`config.mk`:
```
export PLATFORM = sky130hd
export DESIGN_NAME = marked_paragraph_text_extractor
export DESIGN_NICKNAME = d
export VERILOG_FILES = /design/src/rtl/core/mpte_pkg.sv /design/src/rtl/core/mpte_entity.sv /design/src/rtl/core/marked_paragraph_text_extractor.sv
export SDC_FILE = /design/constraint.sdc
export NUM_CORES = 1
export LEC_CHECK = 0
export ABC_AREA = 1
export BUFFER_PORTS_ARGS = -buffer_cell sky130_fd_sc_hd__buf_2
export CORE_MARGIN = 2
export CORE_UTILIZATION = 42
export CTS_BUF_LIST = sky130_fd_sc_hd__clkbuf_4
export CTS_CLUSTER_DIAMETER = 200
export DETAILED_ROUTE_END_ITERATION = 12
export SYNTH_ARGS = -nofsm -noshare
export SYNTH_HDL_FRONTEND = slang
export SYNTH_SLANG_ARGS = --single-unit
```
`constraint.sdc`:
```
create_clock -name clk -period 2.49 [get_ports clk]
set_clock_uncertainty 0.1 [all_clocks]
set_input_delay 0.1245 -clock clk [delete_from_list [all_inputs] [get_ports clk]]
set_output_delay 0.1245 -clock clk [all_outputs]
set_load 0.01 [all_outputs]
```
`src/rtl/core/mpte_pkg.sv`:
```
`default_nettype none

package mpte_pkg;

  localparam int MPTE_MARKER_LEN = 48;
  localparam int MPTE_ENTITY_MAX = 10;
  localparam int MPTE_ROM_DEPTH  = 64;
  localparam int MPTE_POS_W      = 6;
  localparam int MPTE_ELEN_W     = 4;
  localparam int MPTE_ENT_SLOTS  = 4;

  localparam logic [7:0] CH_LT   = 8'h3C;
  localparam logic [7:0] CH_GT   = 8'h3E;
  localparam logic [7:0] CH_AMP  = 8'h26;
  localparam logic [7:0] CH_SEMI = 8'h3B;
  localparam logic [7:0] CH_NL   = 8'h0A;
  localparam logic [7:0] CH_APOS = 8'h27;
  localparam logic [7:0] CH_QUOT = 8'h22;

  typedef logic [7:0] byte_arr64_t [MPTE_ROM_DEPTH];
  typedef logic [7:0] byte_arr4_t  [4];

  // Start marker as byte codes; positions past the marker text hold zero.
  localparam byte_arr64_t MARKER_ROM = '{
    8'h3C, 8'h70, 8'h20, 8'h63, 8'h6C, 8'h61, 8'h73, 8'h73,
    8'h3D, 8'h22, 8'h50, 8'h72, 8'h6F, 8'h66, 8'h69, 8'h6C,
    8'h65, 8'h54, 8'h77, 8'h65, 8'h65, 8'h74, 8'h2D, 8'h74,
    8'h65, 8'h78, 8'h74, 8'h20, 8'h6A, 8'h73, 8'h2D, 8'h74,
    8'h77, 8'h65, 8'h65, 8'h74, 8'h2D, 8'h74, 8'h65, 8'h78,
    8'h74, 8'h20, 8'h75, 8'h2D, 8'h64, 8'h69, 8'h72, 8'h22,
    8'h00, 8'h00, 8'h00, 8'h00, 8'h00, 8'h00, 8'h00, 8'h00,
    8'h00, 8'h00, 8'h00, 8'h00, 8'h00, 8'h00, 8'h00, 8'h00
  };

  localparam byte_arr4_t CLOSE_ROM = '{8'h3C, 8'h2F, 8'h70, 8'h3E};

  typedef enum logic [4:0] {
    MODE_SEARCH = 5'b00001,
    MODE_SKIP   = 5'b00010,
    MODE_TEXT   = 5'b00100,
    MODE_ENTITY = 5'b01000,
    MODE_CLOSE  = 5'b10000
  } mode_t;

  typedef struct packed {
    logic clear;
    logic push;
  } ent_ctl_t;

  typedef struct packed {
    logic                   hit;
    logic [7:0]             code;
    logic [MPTE_ELEN_W-1:0] len;
  } ent_stat_t;

endpackage

`default_nettype wire

```
`src/rtl/core/mpte_entity.sv`:
```
`default_nettype none

module mpte_entity
  import mpte_pkg::*;
(
  input  wire logic      clk,
  input  wire logic      rst_n,
  input  wire ent_ctl_t  ctl,
  input  wire logic [7:0] data,
  output      ent_stat_t stat
);

  logic [7:0]             chars_r [MPTE_ENT_SLOTS];
  logic [MPTE_ELEN_W-1:0] len_r;
  logic [MPTE_ELEN_W-1:0] len_nxt;

  always_comb begin
    len_nxt = len_r;
    if (ctl.clear) begin
      len_nxt = '0;
    end else if (ctl.push) begin
      len_nxt = len_r + MPTE_ELEN_W'(1);
    end
  end

  always_ff @(posedge clk) begin
    if (!rst_n) begin
      len_r <= '0;
    end else begin
      len_r <= len_nxt;
    end
  end

  always_ff @(posedge clk) begin
    if (ctl.push && !ctl.clear && (len_r < MPTE_ELEN_W'(MPTE_ENT_SLOTS))) begin
      chars_r[len_r[1:0]] <= data;
    end
  end

  always_comb begin
    stat.len  = len_r;
    stat.hit  = 1'b0;
    stat.code = CH_APOS;
    if (len_r == MPTE_ELEN_W'(3) && chars_r[0] == 8'h23 && chars_r[1] == 8'h33 &&
        chars_r[2] == 8'h39) begin
      stat.hit  = 1'b1;
      stat.code = CH_APOS;
    end else if (len_r == MPTE_ELEN_W'(4) && chars_r[0] == 8'h71 &&
                 chars_r[1] == 8'h75 && chars_r[2] == 8'h6F && chars_r[3] == 8'h74) begin
      stat.hit  = 1'b1;
      stat.code = CH_QUOT;
    end
  end

endmodule

`default_nettype wire

```
`src/rtl/core/marked_paragraph_text_extractor.sv`:
```
`default_nettype none

// Channel | Direction | Handshake             | Payload
// in      | input     | in_valid / in_stall   | in_byte[7:0]
// out     | output    | out_valid / out_stall | out_byte[7:0]
//
// One byte is taken per cycle unless stalled; any result is then registered.
// The rate is set by the single state update and result register per byte.
// Reset is synchronous on rst_n low and returns the block to marker search.
// A stalled result holds in the result register and stalls the input only
// while it is still waiting.

module marked_paragraph_text_extractor
  import mpte_pkg::*;
#(
  parameter int MARKER_LEN = MPTE_MARKER_LEN,
  parameter int ENTITY_MAX = MPTE_ENTITY_MAX
) (
  input  wire logic       clk,
  input  wire logic       rst_n,
  input  wire logic       in_valid,
  output      logic       in_stall,
  input  wire logic [7:0] in_byte,
  output      logic       out_valid,
  input  wire logic       out_stall,
  output      logic [7:0] out_byte
);

  mode_t                 mode_r, mode_nxt;
  logic [MPTE_POS_W-1:0] marker_pos_r, marker_pos_nxt;
  logic [1:0]            close_pos_r, close_pos_nxt;
  logic                  out_valid_r, out_valid_nxt;
  logic [7:0]            out_byte_r, out_byte_nxt;
  logic                  in_acc;
  logic                  emit;
  logic [7:0]            emit_byte;
  logic [MPTE_POS_W:0]   pos_inc;
  ent_ctl_t              ent_ctl;
  ent_stat_t             ent_stat;

  assign in_stall  = out_valid_r && out_stall;
  assign in_acc    = in_valid && !in_stall;
  assign out_valid = out_valid_r;
  assign out_byte  = out_byte_r;
  assign pos_inc   = {1'b0, marker_pos_r} + (MPTE_POS_W+1)'(1);

  mpte_entity u_entity (
    .clk   (clk),
    .rst_n (rst_n),
    .ctl   (ent_ctl),
    .data  (in_byte),
    .stat  (ent_stat)
  );

  always_comb begin
    mode_nxt       = mode_r;
    marker_pos_nxt = marker_pos_r;
    close_pos_nxt  = close_pos_r;
    emit           = 1'b0;
    emit_byte      = in_byte;
    ent_ctl        = '0;
    case (mode_r)
      MODE_SKIP: begin
        if (in_byte == CH_GT) begin
          mode_nxt = MODE_TEXT;
        end
      end
      MODE_TEXT: begin
        if (in_byte == CH_LT) begin
          mode_nxt      = MODE_CLOSE;
          close_pos_nxt = 2'd1;
        end else if (in_byte == CH_AMP) begin
          mode_nxt      = MODE_ENTITY;
          ent_ctl.clear = 1'b1;
        end else begin
          emit = 1'b1;
        end
      end
      MODE_ENTITY: begin
        if (in_byte == CH_SEMI) begin
          emit          = ent_stat.hit;
          emit_byte     = ent_stat.code;
          mode_nxt      = MODE_TEXT;
          ent_ctl.clear = 1'b1;
        end else if (ent_stat.len >= MPTE_ELEN_W'(ENTITY_MAX)) begin
          mode_nxt      = MODE_TEXT;
          ent_ctl.clear = 1'b1;
        end else begin
          ent_ctl.push = 1'b1;
        end
      end
      MODE_CLOSE: begin
        if (in_byte == CLOSE_ROM[close_pos_r]) begin
          if (close_pos_r == 2'd3) begin
            emit           = 1'b1;
            emit_byte      = CH_NL;
            mode_nxt       = MODE_SEARCH;
            marker_pos_nxt = '0;
            close_pos_nxt  = 2'd0;
          end else begin
            close_pos_nxt = close_pos_r + 2'd1;
          end
        end else begin
          mode_nxt      = (in_byte == CH_GT) ? MODE_TEXT : MODE_SKIP;
          close_pos_nxt = 2'd0;
        end
      end
      default: begin
        mode_nxt = MODE_SEARCH;
        if (in_byte == MARKER_ROM[marker_pos_r]) begin
          if (pos_inc >= (MPTE_POS_W+1)'(MARKER_LEN)) begin
            mode_nxt       = MODE_SKIP;
            marker_pos_nxt = '0;
          end else begin
            marker_pos_nxt = pos_inc[MPTE_POS_W-1:0];
          end
        end else begin
          marker_pos_nxt = (in_byte == MARKER_ROM[0]) ? MPTE_POS_W'(1) : '0;
        end
      end
    endcase
    if (!in_acc) begin
      ent_ctl = '0;
    end
  end

  always_comb begin
    out_valid_nxt = out_valid_r && out_stall;
    out_byte_nxt  = out_byte_r;
    if (in_acc && emit) begin
      out_valid_nxt = 1'b1;
      out_byte_nxt  = emit_byte;
    end
  end

  always_ff @(posedge clk) begin
    if (!rst_n) begin
      mode_r       <= MODE_SEARCH;
      marker_pos_r <= '0;
      close_pos_r  <= '0;
      out_valid_r  <= 1'b0;
    end else begin
      if (in_acc) begin
        mode_r       <= mode_nxt;
        marker_pos_r <= marker_pos_nxt;
        close_pos_r  <= close_pos_nxt;
      end
      out_valid_r <= out_valid_nxt;
    end
  end

  always_ff @(posedge clk) begin
    out_byte_r <= out_byte_nxt;
  end

`ifndef SYNTHESIS
  a_close_newline: assert property (@(posedge clk) disable iff (!rst_n)
    in_acc && mode_r == MODE_CLOSE && close_pos_r == 2'd3 && in_byte == CH_GT
    |=> out_valid_r && out_byte_r == CH_NL && mode_r == MODE_SEARCH)
    else $error("closing tag did not emit a newline");

  a_lt_enters_close: assert property (@(posedge clk) disable iff (!rst_n)
    in_acc && mode_r == MODE_TEXT && in_byte == CH_LT
    |=> mode_r == MODE_CLOSE && close_pos_r == 2'd1 && !out_valid_r)
    else $error("tag start in text was not handled");

  a_entity_bound: assert property (@(posedge clk) disable iff (!rst_n)
    mode_r == MODE_ENTITY |-> ent_stat.len <= MPTE_ELEN_W'(ENTITY_MAX))
    else $error("entity length beyond limit");

  a_result_source: assert property (@(posedge clk) disable iff (!rst_n)
    $rose(out_valid_r) |-> $past(in_acc))
    else $error("result appeared without an accepted item");
`endif

endmodule

`default_nettype wire
```
Word-level counts from Yosys, hierarchy flattened
Memory sizes are Yosys's and may differ from the RTL's.
Index checks and enable logic that the tools add are counted.

operators by class
  $add $sub $neg = 3
  magnitude comparators = 5
  equality and inequality tests = 27
  muxes and demuxes = 50
  bitwise gates (word level) = 4
  reduce and logical (&&, ||, !) cells = 20

operators with widths
  cell                   number
  $eq A8 B6 Y1 const B   7
  $mux W8                7
  $mux W5                7
  $eq A8 B7 Y1 const B   4
  $mux W6                4
  $pmux W5 S4            1
  $mux W9                2
  $bmux W8 S2            1
  $eq A8 B8 Y1           2
  $mux W1                16
  $pmux W8 S2            1
  $logic_and A1 B1 Y1    12
  $mux W2                6
  $pmux W6 S2            1
  $ne A3 B3 Y1 const B   3
  $ne A2 B2 Y1 const B   4
  $add A6 B1 Y7 const B  1
  $ge A7 B6 Y1 const B   1
  $ge A7 B7 Y1 const B   1
  $not A6 Y7             1
  $eq A5 B2 Y1 const B   1
  $eq A5 B3 Y1 const B   1
  $eq A5 B4 Y1 const B   1
  $eq A5 B5 Y1 const B   1
  other kinds (21)       23

storage, ports and cells
  register bits = 26
  bits in writable memories = 32
  ROM bits = 512
  bits of input ports = 12
  memories = 2

memory list
  memory            words  bits a word  rd ports  clocked after Yosys merged registers in  wr ports  RTL line                                RTL
  (name not given)  64     8            1         0                                        0         marked_paragraph_text_extractor.sv:110  if (in_byte == MARKER_ROM[marker_pos_r]) begin
  u_entity.chars_r  4      8            4         0                                        1         mpte_entity.sv:13                       logic [7:0] chars_r [MPTE_ENT_SLOTS];

Logic depth before layout (Yosys ltp)
Gate-level depths: netlist of run 1.
An unclocked memory read counts as a cell.

  depth in word-level cells = 12
  gate-level depth with buffers = 18
  gate-level depth less buffers = 17

Cells and area by module
From an unflattened synthesis of run 1, not the netlist that was laid out.

unflattened totals
  cells, all modules = 513
  area total of the unflattened synthesis = 3726.1 µm²

modules (own cells, without submodules)
  module                           instances  cells each  area an instance (µm²)  sequential area each (µm²)
  marked_paragraph_text_extractor  1          373         2199.6                  520.5
  mpte_entity                      1          140         1526.5                  1041.0

Worst setup path before layout of run 1
Ideal clock, no wire load.

  kind = register to register
  start = reg mode_r[0]
  end = mem u_entity.chars_r[0][0], enable pin
  library setup time = 0.371 ns
  arrival time = 1.682 ns
  required time = 2.019 ns
  setup slack = 0.337 ns
  cell stages (with the launch flop) = 10
  path buffers = 0
  period minus slack after synthesis = 2.153 ns
  cell sequence = dfxtp_1 > nor2_1 > nand2_1 > nor3_1 > inv_1 > nor2_2 > nand2_1 > inv_1 > nand2_1 > nor2_1

on the way
  longest elaborated chain between the ends = 8
  elaborated cells between the ends (all ways) = 10
  those cells by class = eq/ne: 2; mux: 5; reduce/logical: 3

ends and longest elaborated chain
  element                                       RTL line                                RTL
  from (decl)                                   marked_paragraph_text_extractor.sv:29   mode_t mode_r, mode_nxt;
  from (signal assigned)                        marked_paragraph_text_extractor.sv:144  mode_r <= mode_nxt;
  $eq A5 B4 Y1 or $eq A5 B3 Y1 (tied branches)  marked_paragraph_text_extractor.sv:62   case (mode_r)
  $pmux W1 S2                                   marked_paragraph_text_extractor.sv:62
  $mux W2 *                                     marked_paragraph_text_extractor.sv:122  if (!in_acc) begin
  $logic_not A1 Y1                              mpte_entity.sv:35                       if (ctl.push && !ctl.clear && (len_r < MPTE_ELEN_W'(MPTE_ENT_SLOTS))) begin
  $logic_and A1 B1 Y1 * (2 in series)           mpte_entity.sv:35
  $mux W1 *                                     mpte_entity.sv:35
  $mux W1 (implied by the code) *               mpte_entity.sv:36                       chars_r[len_r[1:0]] <= data;
  to (decl)                                     mpte_entity.sv:13

Mark *: on every way between the ends. The rest lies on a longest branch, timed or not.

Final worst setup path of run 1
  start = reg u_entity.len_r[0]
  end = mem u_entity.chars_r[1][5], enable pin

on the way
  longest elaborated chain between the ends = 10
  elaborated cells between the ends (all ways) = 14
  those cells by class = order compare: 2; mux: 9; reduce/logical: 3

ends and longest elaborated chain
  element                            RTL line                                RTL
  from (decl)                        mpte_entity.sv:14                       logic [MPTE_ELEN_W-1:0] len_r;
  from (signal assigned)             mpte_entity.sv:30                       len_r <= len_nxt;
  $ge A4 B4 Y1                       marked_paragraph_text_extractor.sv:85   end else if (ent_stat.len >= MPTE_ELEN_W'(ENTITY_MAX)) begin
  $mux W1                            marked_paragraph_text_extractor.sv:85
  $mux W1                            marked_paragraph_text_extractor.sv:80   if (in_byte == CH_SEMI) begin
  $pmux W1 S2                        marked_paragraph_text_extractor.sv:62
  $mux W2                            marked_paragraph_text_extractor.sv:122
  $logic_not A1 Y1                   mpte_entity.sv:35
  $logic_and A1 B1 Y1 (2 in series)  mpte_entity.sv:35
  $mux W1                            mpte_entity.sv:35
  $mux W1 (implied by the code)      mpte_entity.sv:36

Parallel ways exist; a longest one is shown, timed or not.

==> flow_metrics.py, run 1 <==
metrics = {
    "sta": {
        "fin_ws_ns": 0.273,
        "finalHoldWorstSlack_ns": 0.0239,
        "slew_headroom": 0.615,
        "fin_tns_setup_ns": 0,
        "tightest_slew_ns": 0.572,
        "drv_slew": 0,
        "max_freq_mhz": 451,
        "rsz0062_at_grt": "no",
        "min_period_ns": 2.22,
        "hold_viol_final": 0,
        "setup_viol": 0,
        "fin_crit_sh": 0.890,
    },
    "route": {
        "drc": 0,
        "wl_met2_um": 4290,
        "totalWireLength_um": 9160,
        "drt_iter0_markers": 277,
        "m1WireLength_um": 4250,
        "highest_layer": "met4",
        "met3_length_um": 420,
        "via_per_inst": 5.11,
        "wl_per_cell_um": 14.1,
        "postRouteAntennaNets": 0,
        "first_pass_iters": 6,
        "vias": 3328,
    },
    "finish": {
        "fin_area_um2": 4320,
        "antenna_cells": 0,
        "nets": 568,
        "area_growth_pct": 14.3,
        "layout_common_cells": "106 x nand2_1, 64 x inv_1, 55 x nand3_1, 53 x nor2_1, 40 x edfxtp_1",
        "final_common_cell": "nand2_1",
        "finalCoreUtilization": 0.496,
        "drive_gt1_frac": 0.179,
        "stdcell_count": 651,
    },
    "yosys": {
        "syn-num-nets": 519,
        "ys_seq_area_frac": 0.413,
        "syn-cell-area_um2": 3780,
        "ys_types": 39,
        "netlist_instances": 489,
        "yosys_warnings": 0,
        "avgSynthCellArea_um2": 7.73,
        "synth_seq_cells": 58,
    },
    "placed_design": {
        "dp.cells": 626,
        "place_hpwl_um": 7060,
        "gp_congestion": 0.893,
        "dp_slack_ns": 0.111,
        "io_buffers": 21,
        "place_area_um2": 4070,
    },
    "worst_setup_path": {
        "critPathKind": "flop to flop",
        "cp-start-kind": "flop",
        "worstPathArrival_ns": 2.25,
        "end_kind": "flop",
        "critPathMaxFanout": 6,
        "cp_slowest_cell": "dfxtp_1",
        "required_ns": 2.53,
        "cp_cell_sequence": "inv_1 -> ha_1 -> nor3_1 -> o21ai_2 -> nor2_2 -> nand2_1 -> inv_1 -> nand2_1 -> nor2_1 -> buf_4",
        "cpPeakStageDelay_ns": 0.39,
    },
    "floorplan": {
        "std_cell_rows": 34,
        "io_pins": 22,
        "die_w_um": 98.9,
        "initial_core_util": 0.434,
        "fp.dieArea_um2": 9780,
        "die_y_um": 98.9,
        "core-area_um2": 8720,
    },
    "clocking": {
        "post_cts.repair.setup_buffers": 0,
        "cts_buffers": 9,
        "htree_levels": 3,
        "clockBufferDepth": 2,
        "cts_tree": "built",
        "path_clk_slew_ns": 0.11,
        "clkLatencyLatePin_ns": 0.43,
        "clock-sinks": 58,
        "cts-root-buf": "clkbuf_4",
    },
    "global_routing": {
        "grt_pass1_vias": 3256,
        "antenna_found_initial": 0,
        "grt_max_degree": 21,
        "overflow": 0,
        "grt_pass1_wl_um": 15400,
        "grt_usage": 0.200,
    },
    "run": {
        "maxCapViolCount": 0,
    },
    "power_and_ir_drop": {
        "ir_worst_vdd_v": 0.000322,
        "p_leak_nw": 1.83,
        "p_total_mw": 1.95,
        "p_per_area_nw_per_um2": 450,
    },
    "status": {
        "outcome": "finished clean",
    },
    "min_path": {
        "hold_class": "input pin to flop",
    },
}
## synth_stat cells, drive strengths merged
cell	count	area share
nand2	118	0.13
inv	73	0.074
nor2	62	0.070
nand3	59	0.083
edfxtp	40	0.32
a21oi	23	0.033
dfxtp	18	0.095
ha	18	0.060
nand4	17	0.028
o21ai	17	0.024
nor3	11	0.020
buf	9	0.022
nor4	8	0.015
xor2	4	0.0093
clkinv	2	0.0020
o211ai	2	0.0040
a211oi	1	0.0033
a31oi	1	0.0017
a32oi	1	0.0023
clkbuf	1	0.00099
nor3b	1	0.0020
o22ai	1	0.0017
or2	1	0.0017
xnor2	1	0.0023
## registers in the layout (all words and copies together), names as in the netlist
signal / count
marker_pos_r: 6
out_valid: 1
u_entity.chars_r: 32
mode_r: 5
out_byte: 8
close_pos_r: 2
u_entity.len_r: 4
## layer usage
metal | vias to the layer above | global-route usage
li1 | 1722 | -
met1 | 1490 | 0.268
met2 | 91 | 0.318
met3 | 25 | 0.0504
met4 | 0 | 0.0653
met5 | - | 0
## final timing paths
| check | start | end | slack [ns] | cells after the start |
|---|---|---|---|---|
| setup reg to reg | u_entity.len_r[0] | u_entity.chars_r[1][5] | 0.27 | 10 |
| setup / recovery | u_entity.len_r[0] | u_entity.chars_r[1][5] | 0.27 | 10 |
| hold reg to reg | mode_r[2] | mode_r[2] | 0.40 | 2 |
| hold / removal | in_byte[1] | u_entity.chars_r[2][1] | 0.02 | 2 |
## critical path, delay by kind of cell, from the launching register on
| kind | cells | cell delay, ns |
|---|---|---|
| AOI/OAI and AO/OA | 1 | 0.11 |
| DFF | 1 | 0.39 |
| buffers and inverters | 3 | 0.42 |
| and+or+nand+nor | 5 | 0.67 |
| adders and majority gates | 1 | 0.23 |
## cell type report
class / instances / area (um2)
well taps: 108 / 135
repair buffers: 48 / 330
multi-input cells: 346 / 1850
clock inverters: 7 / 92.6
fillers: 863 / 4400
inverters: 75 / 287
flip-flops and latches: 58 / 1560
clock buffers: 9 / 67.6
## report_power, final
group          switching [mW]  total, mW  leakage [nW]  internal [mW]
combinational          0.0839      0.127          1.24         0.0432
sequential            0.00384       1.04         0.506           1.03
clock                   0.378      0.782        0.0800          0.405
## logic make-up (layout without fill, tap and decap cells)
family / count (synthesis) / in the layout / share of synthesized area
buffers and inverters: 85 / 139 / 0.0992
XOR/XNOR: 5 / 5 / 0.0116
flip-flops: 58 / 58 / 0.413
AND/OR/NAND/NOR: 277 / 277 / 0.346
AO/OA/AOI/OAI: 46 / 46 / 0.0708
adder cells (fa/ha/maj): 18 / 18 / 0.0595
## what timing repair did
| action | in CTS | in global routing |
|---|---|---|
| hold buffers | 8 | 1 |
| resized for setup | 0 | 4 |
| endpoints found under the hold margin | 30 | 1 |
| setup endpoints to repair | 0 | 9 |
Note: power is estimated with default switching activity, not from simulation.
==> run 2, diff against run 1 <==
- PLACE_DENSITY_LB_ADDON: unset -> 0.08
==> run 2 against run 1 <==
  * Highest routed layer unchanged
  * First-iteration DRC count down 44%
  * Critical path type is now input pin to flop
  * Hold slack better by 0.049 ns
  * Largest power group unchanged
  * Setup slack better by 0.00065 ns
==> flow_metrics.py, run 2 (synthesis gave the netlist of run 1 again) <==
metrics = {
    "global_routing": {
        "grt_max_degree": 21,
        "overflow": 0,
        "grt_usage": 0.201,
        "grt_pass1_vias": 3186,
        "grt_pass1_wl_um": 15400,
        "antenna_found_initial": 0,
    },
    "finish": {
        "finalCoreUtilization": 0.491,
        "antenna_cells": 0,
        "multiInputGateArea_um2": 1850,
        "n_fill_cell": 858,
        "area_growth_pct": 13.1,
        "seqCellArea_um2": 1560,
        "layout_common_cells": "106 x nand2_1, 64 x inv_1, 55 x nand3_1, 53 x nor2_1, 40 x edfxtp_1",
        "fin_area_um2": 4280,
        "final_common_cell": "nand2_1",
        "largest_reg_flops": 32,
        "drive_gt1_frac": 0.175,
        "stdcell_count": 650,
        "nets": 567,
    },
    "floorplan": {
        "die_y_um": 98.9,
        "io_pins": 22,
        "core-area_um2": 8720,
        "std_cell_rows": 34,
        "initial_core_util": 0.434,
        "fp.dieArea_um2": 9780,
        "die_w_um": 98.9,
    },
    "power_and_ir_drop": {
        "p_total_mw": 1.74,
        "ir_worst_vdd_v": 0.000318,
        "p_leak_nw": 1.80,
        "p_per_area_nw_per_um2": 406,
    },
    "route": {
        "totalWireLength_um": 9230,
        "via_per_inst": 5.14,
        "vias": 3339,
        "drc": 0,
        "first_pass_iters": 4,
        "drt_iter0_markers": 155,
        "wl_per_cell_um": 14.2,
        "postRouteAntennaNets": 0,
    },
    "placed_design": {
        "dp_slack_ns": 0.124,
        "io_buffers": 21,
        "dp.cells": 624,
        "place_hpwl_um": 6980,
        "place_area_um2": 4050,
        "gp_congestion": 0.898,
    },
    "worst_setup_path": {
        "end_kind": "flop",
        "cp_cell_sequence": "dlygate4sd3_1 -> buf_2 -> inv_2 -> nor2_1 -> nand3_1 -> nor4_1 -> a32oi_1 -> o21ai_0 -> nor3_1",
        "critPathKind": "input pin to flop",
        "cp-start-kind": "input pin",
        "worstPathArrival_ns": 2.37,
        "critPathMaxFanout": 7,
        "cpPeakStageDelay_ns": 0.52,
        "cp_slowest_cell": "dlygate4sd3_1",
        "required_ns": 2.65,
    },
    "min_path": {
        "hold_class": "input pin to flop",
    },
    "sta": {
        "tightest_slew_ns": 0.565,
        "max_freq_mhz": 451,
        "setup_viol": 0,
        "rsz0062_at_grt": "no",
        "hold_viol_final": 0,
        "fin_tns_setup_ns": 0,
        "slew_headroom": 0.619,
        "fin_ws_ns": 0.274,
        "min_period_ns": 2.22,
        "drv_slew": 0,
        "finalHoldWorstSlack_ns": 0.0724,
        "fin_crit_sh": 0.890,
    },
    "clocking": {
        "cts_tree": "built",
        "clkLatencyLatePin_ns": 0.40,
        "cts-root-buf": "clkbuf_4",
        "clock-sinks": 58,
        "htree_levels": 3,
        "path_clk_slew_ns": 0.11,
        "cts_buffers": 9,
        "clockBufferDepth": 2,
    },
    "run": {
        "maxCapViolCount": 0,
    },
    "status": {
        "outcome": "finished clean",
    },
}
## run 2: where the power goes
part	leakage (nW)	internal, mW	switching, mW
clock network	0.0593	0.201	0.372
logic	1.24	0.0424	0.0852
registers	0.506	1.03	0.00373
## run 2: layout make-up
class / count / share of cell area
Clock inverter: 7 / 0.0108
Tap cell: 108 / 0.0316
Multi-Input combinational cell: 346 / 0.433
Clock buffer: 9 / 0.0158
Sequential cell: 58 / 0.365
Inverter: 75 / 0.0675
Timing Repair Buffer: 47 / 0.0760
## run 2: routing by layer
metal / up-vias / track usage / part of all wire
met5: - / 0 / 0
li1: 1720 / - / -
met2: 78 / 0.340 / 0.49
met3: 16 / 0.0404 / 0.042
met1: 1525 / 0.255 / 0.45
met4: 0 / 0.0727 / 0.022
## run 2: worst paths after layout
kind | from | endpoint | slack [ns] | cells after the start
worst max-delay path | in_byte[1] | u_entity.len_r[0] | 0.27 | 9
worst min-delay path | in_valid | close_pos_r[1] | 0.07 | 4
worst max register to register | close_pos_r[0] | out_byte[2] | 0.29 | 13
worst min register to register | mode_r[2] | mode_r[2] | 0.39 | 2
## run 2: timing repair
item / in CTS / in global routing
hold buffers: 10 / 0
resized for setup: 0 / 5
endpoints found under the hold margin: 38 / 0
buffers inserted: 0 / 0
endpoints found under the setup margin: 0 / 10
## run 2: critical path: cells and delay by family
family	cells	cell delay (ns)
buffers and inverters	3	0.86
AND/OR/NAND/NOR	4	0.73
AO/OA/AOI/OAI	2	0.65
==> run 3, diff against run 2 <==
- SYNTH_HIERARCHICAL: unset -> 1
==> run 3 against run 2 <==
  * Clock-buffer cell count increased by 1
  * Critical path depth grew 2
  * Synthesized area fell by 1.5%
  * Synthesized cell count grew 4.9%
  * First-iteration DRC count up 70%
  * Combinational power is 4% lower
  * Sequential share of layout area grew 0.16 points
  * Critical endpoint is now u_entity/chars_r[1][5]
  * Largest cell class unchanged
==> flow_metrics.py, run 3 <==
metrics = {
    "status": {
        "outcome": "finished clean",
    },
    "global_routing": {
        "grt_usage": 0.199,
        "grt_pass1_wl_um": 15200,
        "overflow": 0,
        "grt_max_degree": 16,
        "antenna_found_initial": 0,
        "grt_pass1_vias": 3286,
    },
    "power_and_ir_drop": {
        "power_frac_clock": 0.394,
        "p_sw_uw": 427,
        "p_comb_frac": 0.064,
        "internal-power_mw": 1.49,
        "seqPwrFrac": 0.542,
        "p_leak_nw": 1.94,
        "netSwitchingFraction": 0.223,
        "ir_worst_vdd_v": 0.000299,
        "p_total_mw": 1.91,
        "p_per_area_nw_per_um2": 449,
    },
    "floorplan": {
        "core-area_um2": 8680,
        "die_w_um": 98.2,
        "std_cell_rows": 34,
        "fp.dieArea_um2": 9640,
        "io_pins": 22,
        "initial_core_util": 0.429,
        "die_y_um": 98.2,
    },
    "yosys": {
        "syn-cell-area_um2": 3730,
        "synth_seq_cells": 58,
        "yosys.area.top_type_share": 0.322,
        "synth_common_cells": "148 x nand2_1, 70 x inv_1, 62 x nor2_1",
        "yosysMostFrequentCell": "nand2_1",
        "synth_edf_count": 40,
        "ys_seq_area_frac": 0.419,
        "netlist_instances": 513,
        "ys_types": 28,
        "async_flop_share": 0,
        "synth-main-ff-cell": "edfxtp_1",
        "yosysTopAreaCell": "edfxtp_1",
        "avgSynthCellArea_um2": 7.26,
        "yosys_warnings": 6,
        "synth_area_leaders": "edfxtp_1 32%, nand2_1 15%, dfxtp_1 9.7%, inv_1 7.1%, nand3_1 6.7%",
    },
    "worst_setup_path": {
        "critPathKind": "input pin to flop",
        "required_ns": 2.54,
        "end_kind": "flop",
        "worstPathArrival_ns": 2.35,
        "cp_cell_sequence": "dlygate4sd3_1 -> buf_2 -> inv_1 -> nand4_1 -> nor4_1 -> nand2_1 -> a21oi_1 -> inv_1 -> nand4_1 -> nor2_1 -> buf_4",
        "cpPeakStageDelay_ns": 0.53,
        "cp_slowest_cell": "dlygate4sd3_1",
        "crit_family": "buffers and inverters",
        "cp.buffers_inverters": 5,
        "critPathMaxFanout": 8,
        "cp-start-kind": "input pin",
    },
    "route": {
        "via_per_inst": 5.04,
        "first_pass_iters": 5,
        "totalWireLength_um": 9090,
        "wl_per_cell_um": 13.5,
        "postRouteAntennaNets": 0,
        "drt_iter0_markers": 264,
        "vias": 3384,
        "drc": 0,
    },
    "sta": {
        "setup_viol": 0,
        "min_period_ns": 2.30,
        "finalHoldWorstSlack_ns": 0.102,
        "tightest_slew_ns": 0.503,
        "drv_slew": 0,
        "hold_viol_final": 0,
        "fin_crit_sh": 0.923,
        "max_freq_mhz": 435,
        "slew_headroom": 0.661,
    },
    "clocking": {
        "path_clk_slew_ns": 0.09,
        "htree_levels": 3,
        "clkLatencyLatePin_ns": 0.40,
        "clock-sinks": 58,
        "cts-root-buf": "clkbuf_4",
        "cts_tree": "built",
        "clockBufferDepth": 2,
        "cts_buffers": 9,
        "post_cts.repair.setup_buffers": 0,
    },
    "finish": {
        "drive_gt1_frac": 0.122,
        "n_fill_cell": 899,
        "final_common_cell": "nand2_1",
        "layout_common_cells": "148 x nand2_1, 69 x inv_1, 61 x nor2_1, 50 x nand3_1, 40 x edfxtp_1",
        "area_growth_pct": 14.3,
        "largest_reg_flops": 32,
        "antenna_cells": 0,
        "nets": 590,
        "multiInputGateArea_um2": 1820,
        "seqCellArea_um2": 1560,
    },
    "placed_design": {
        "gp_congestion": 0.917,
        "io_buffers": 21,
        "place_hpwl_um": 6940,
    },
    "min_path": {
        "hold_class": "input pin to flop",
    },
    "run": {
        "maxCapViolCount": 0,
    },
}
run 3: logic make-up (layout without fill, tap and decap cells):
| logic type | count (synthesis) | count (layout) | synth area share |
|---|---|---|---|
| simple gates | 294 | 294 | 0.336 |
| buf+inv | 89 | 136 | 0.103 |
| flops | 58 | 58 | 0.419 |
| compound gates | 47 | 47 | 0.0658 |
| fa+ha+maj | 19 | 19 | 0.0638 |
| xor+xnor | 4 | 4 | 0.00940 |
| other cells | 2 | 6 | 0.00202 |
run 3: cell type report:
| type | count | share of cell area |
|---|---|---|
| Timing Repair Buffer | 45 | 0.0722 |
| Clock inverter | 6 | 0.0191 |
| Clock buffer | 10 | 0.0176 |
| Sequential cell | 58 | 0.367 |
| Tap cell | 108 | 0.0317 |
| Multi-Input combinational cell | 370 | 0.426 |
| Inverter | 75 | 0.0661 |
run 3: worst paths after layout:
check	start	slack [ns]	depth (start not counted)	endpoint
worst max-delay path	in_byte[3]	0.19	11	u_entity/chars_r[1][5]
worst min-delay path	in_byte[1]	0.10	2	u_entity/chars_r[2][1]
worst max register to register	close_pos_r[0]	0.25	12	out_byte[1]
worst min register to register	mode_r[2]	0.39	2	mode_r[2]
run 3: power by group through the flow:
stage	clock network (mW)	logic (mW)	registers (mW)
4_1_cts	0.783	0.122	1.04
3_5_place_dp	0	0.111	1.06
3_3_place_gp	0	0.110	1.06
2_1_floorplan	0	0.0666	1.06
6_report	0.753	0.123	1.04
5_1_grt	0.825	0.140	1.04
run 3: worst reg2reg max path, delay by kind of cell, from the launching register on:
family,cells,cell delay [ns]
compound gates,1,0.16
flops,1,0.38
buf+inv,3,0.28
simple gates,7,0.88
fa+ha+maj,1,0.13
run 3: per-layer routing:
| metal | up-vias | global-route usage | wire [um] |
|---|---|---|---|
| met3 | 14 | 0.0465 | 478 |
| li1 | 1742 | - | - |
| met2 | 88 | 0.332 | 4390 |
| met5 | - | 0 | 0 |
| met1 | 1540 | 0.253 | 4090 |
| met4 | 0 | 0.0717 | 138 |
run 3: what timing repair did:
item                                    CTS  global route
endpoints found under the setup margin    0            11
gates resized for setup                   0             6
endpoints found under the hold margin    37             0
hold buffers                              9             0
run 3: metrics by stage:
step                      instances  area, um2  setup TNS (ns)  utilization  setup slack [ns]
after global placement          647       3990               0        0.460             0.232
after detailed placement        647       3990               0        0.460             0.167
after CTS                       672       4240               0        0.488             0.149
after floorplan                 517       3740               0            -             0.353
after global routing            672       4260        -0.00977        0.491          -0.00505
final                           672       4260               0        0.491             0.193
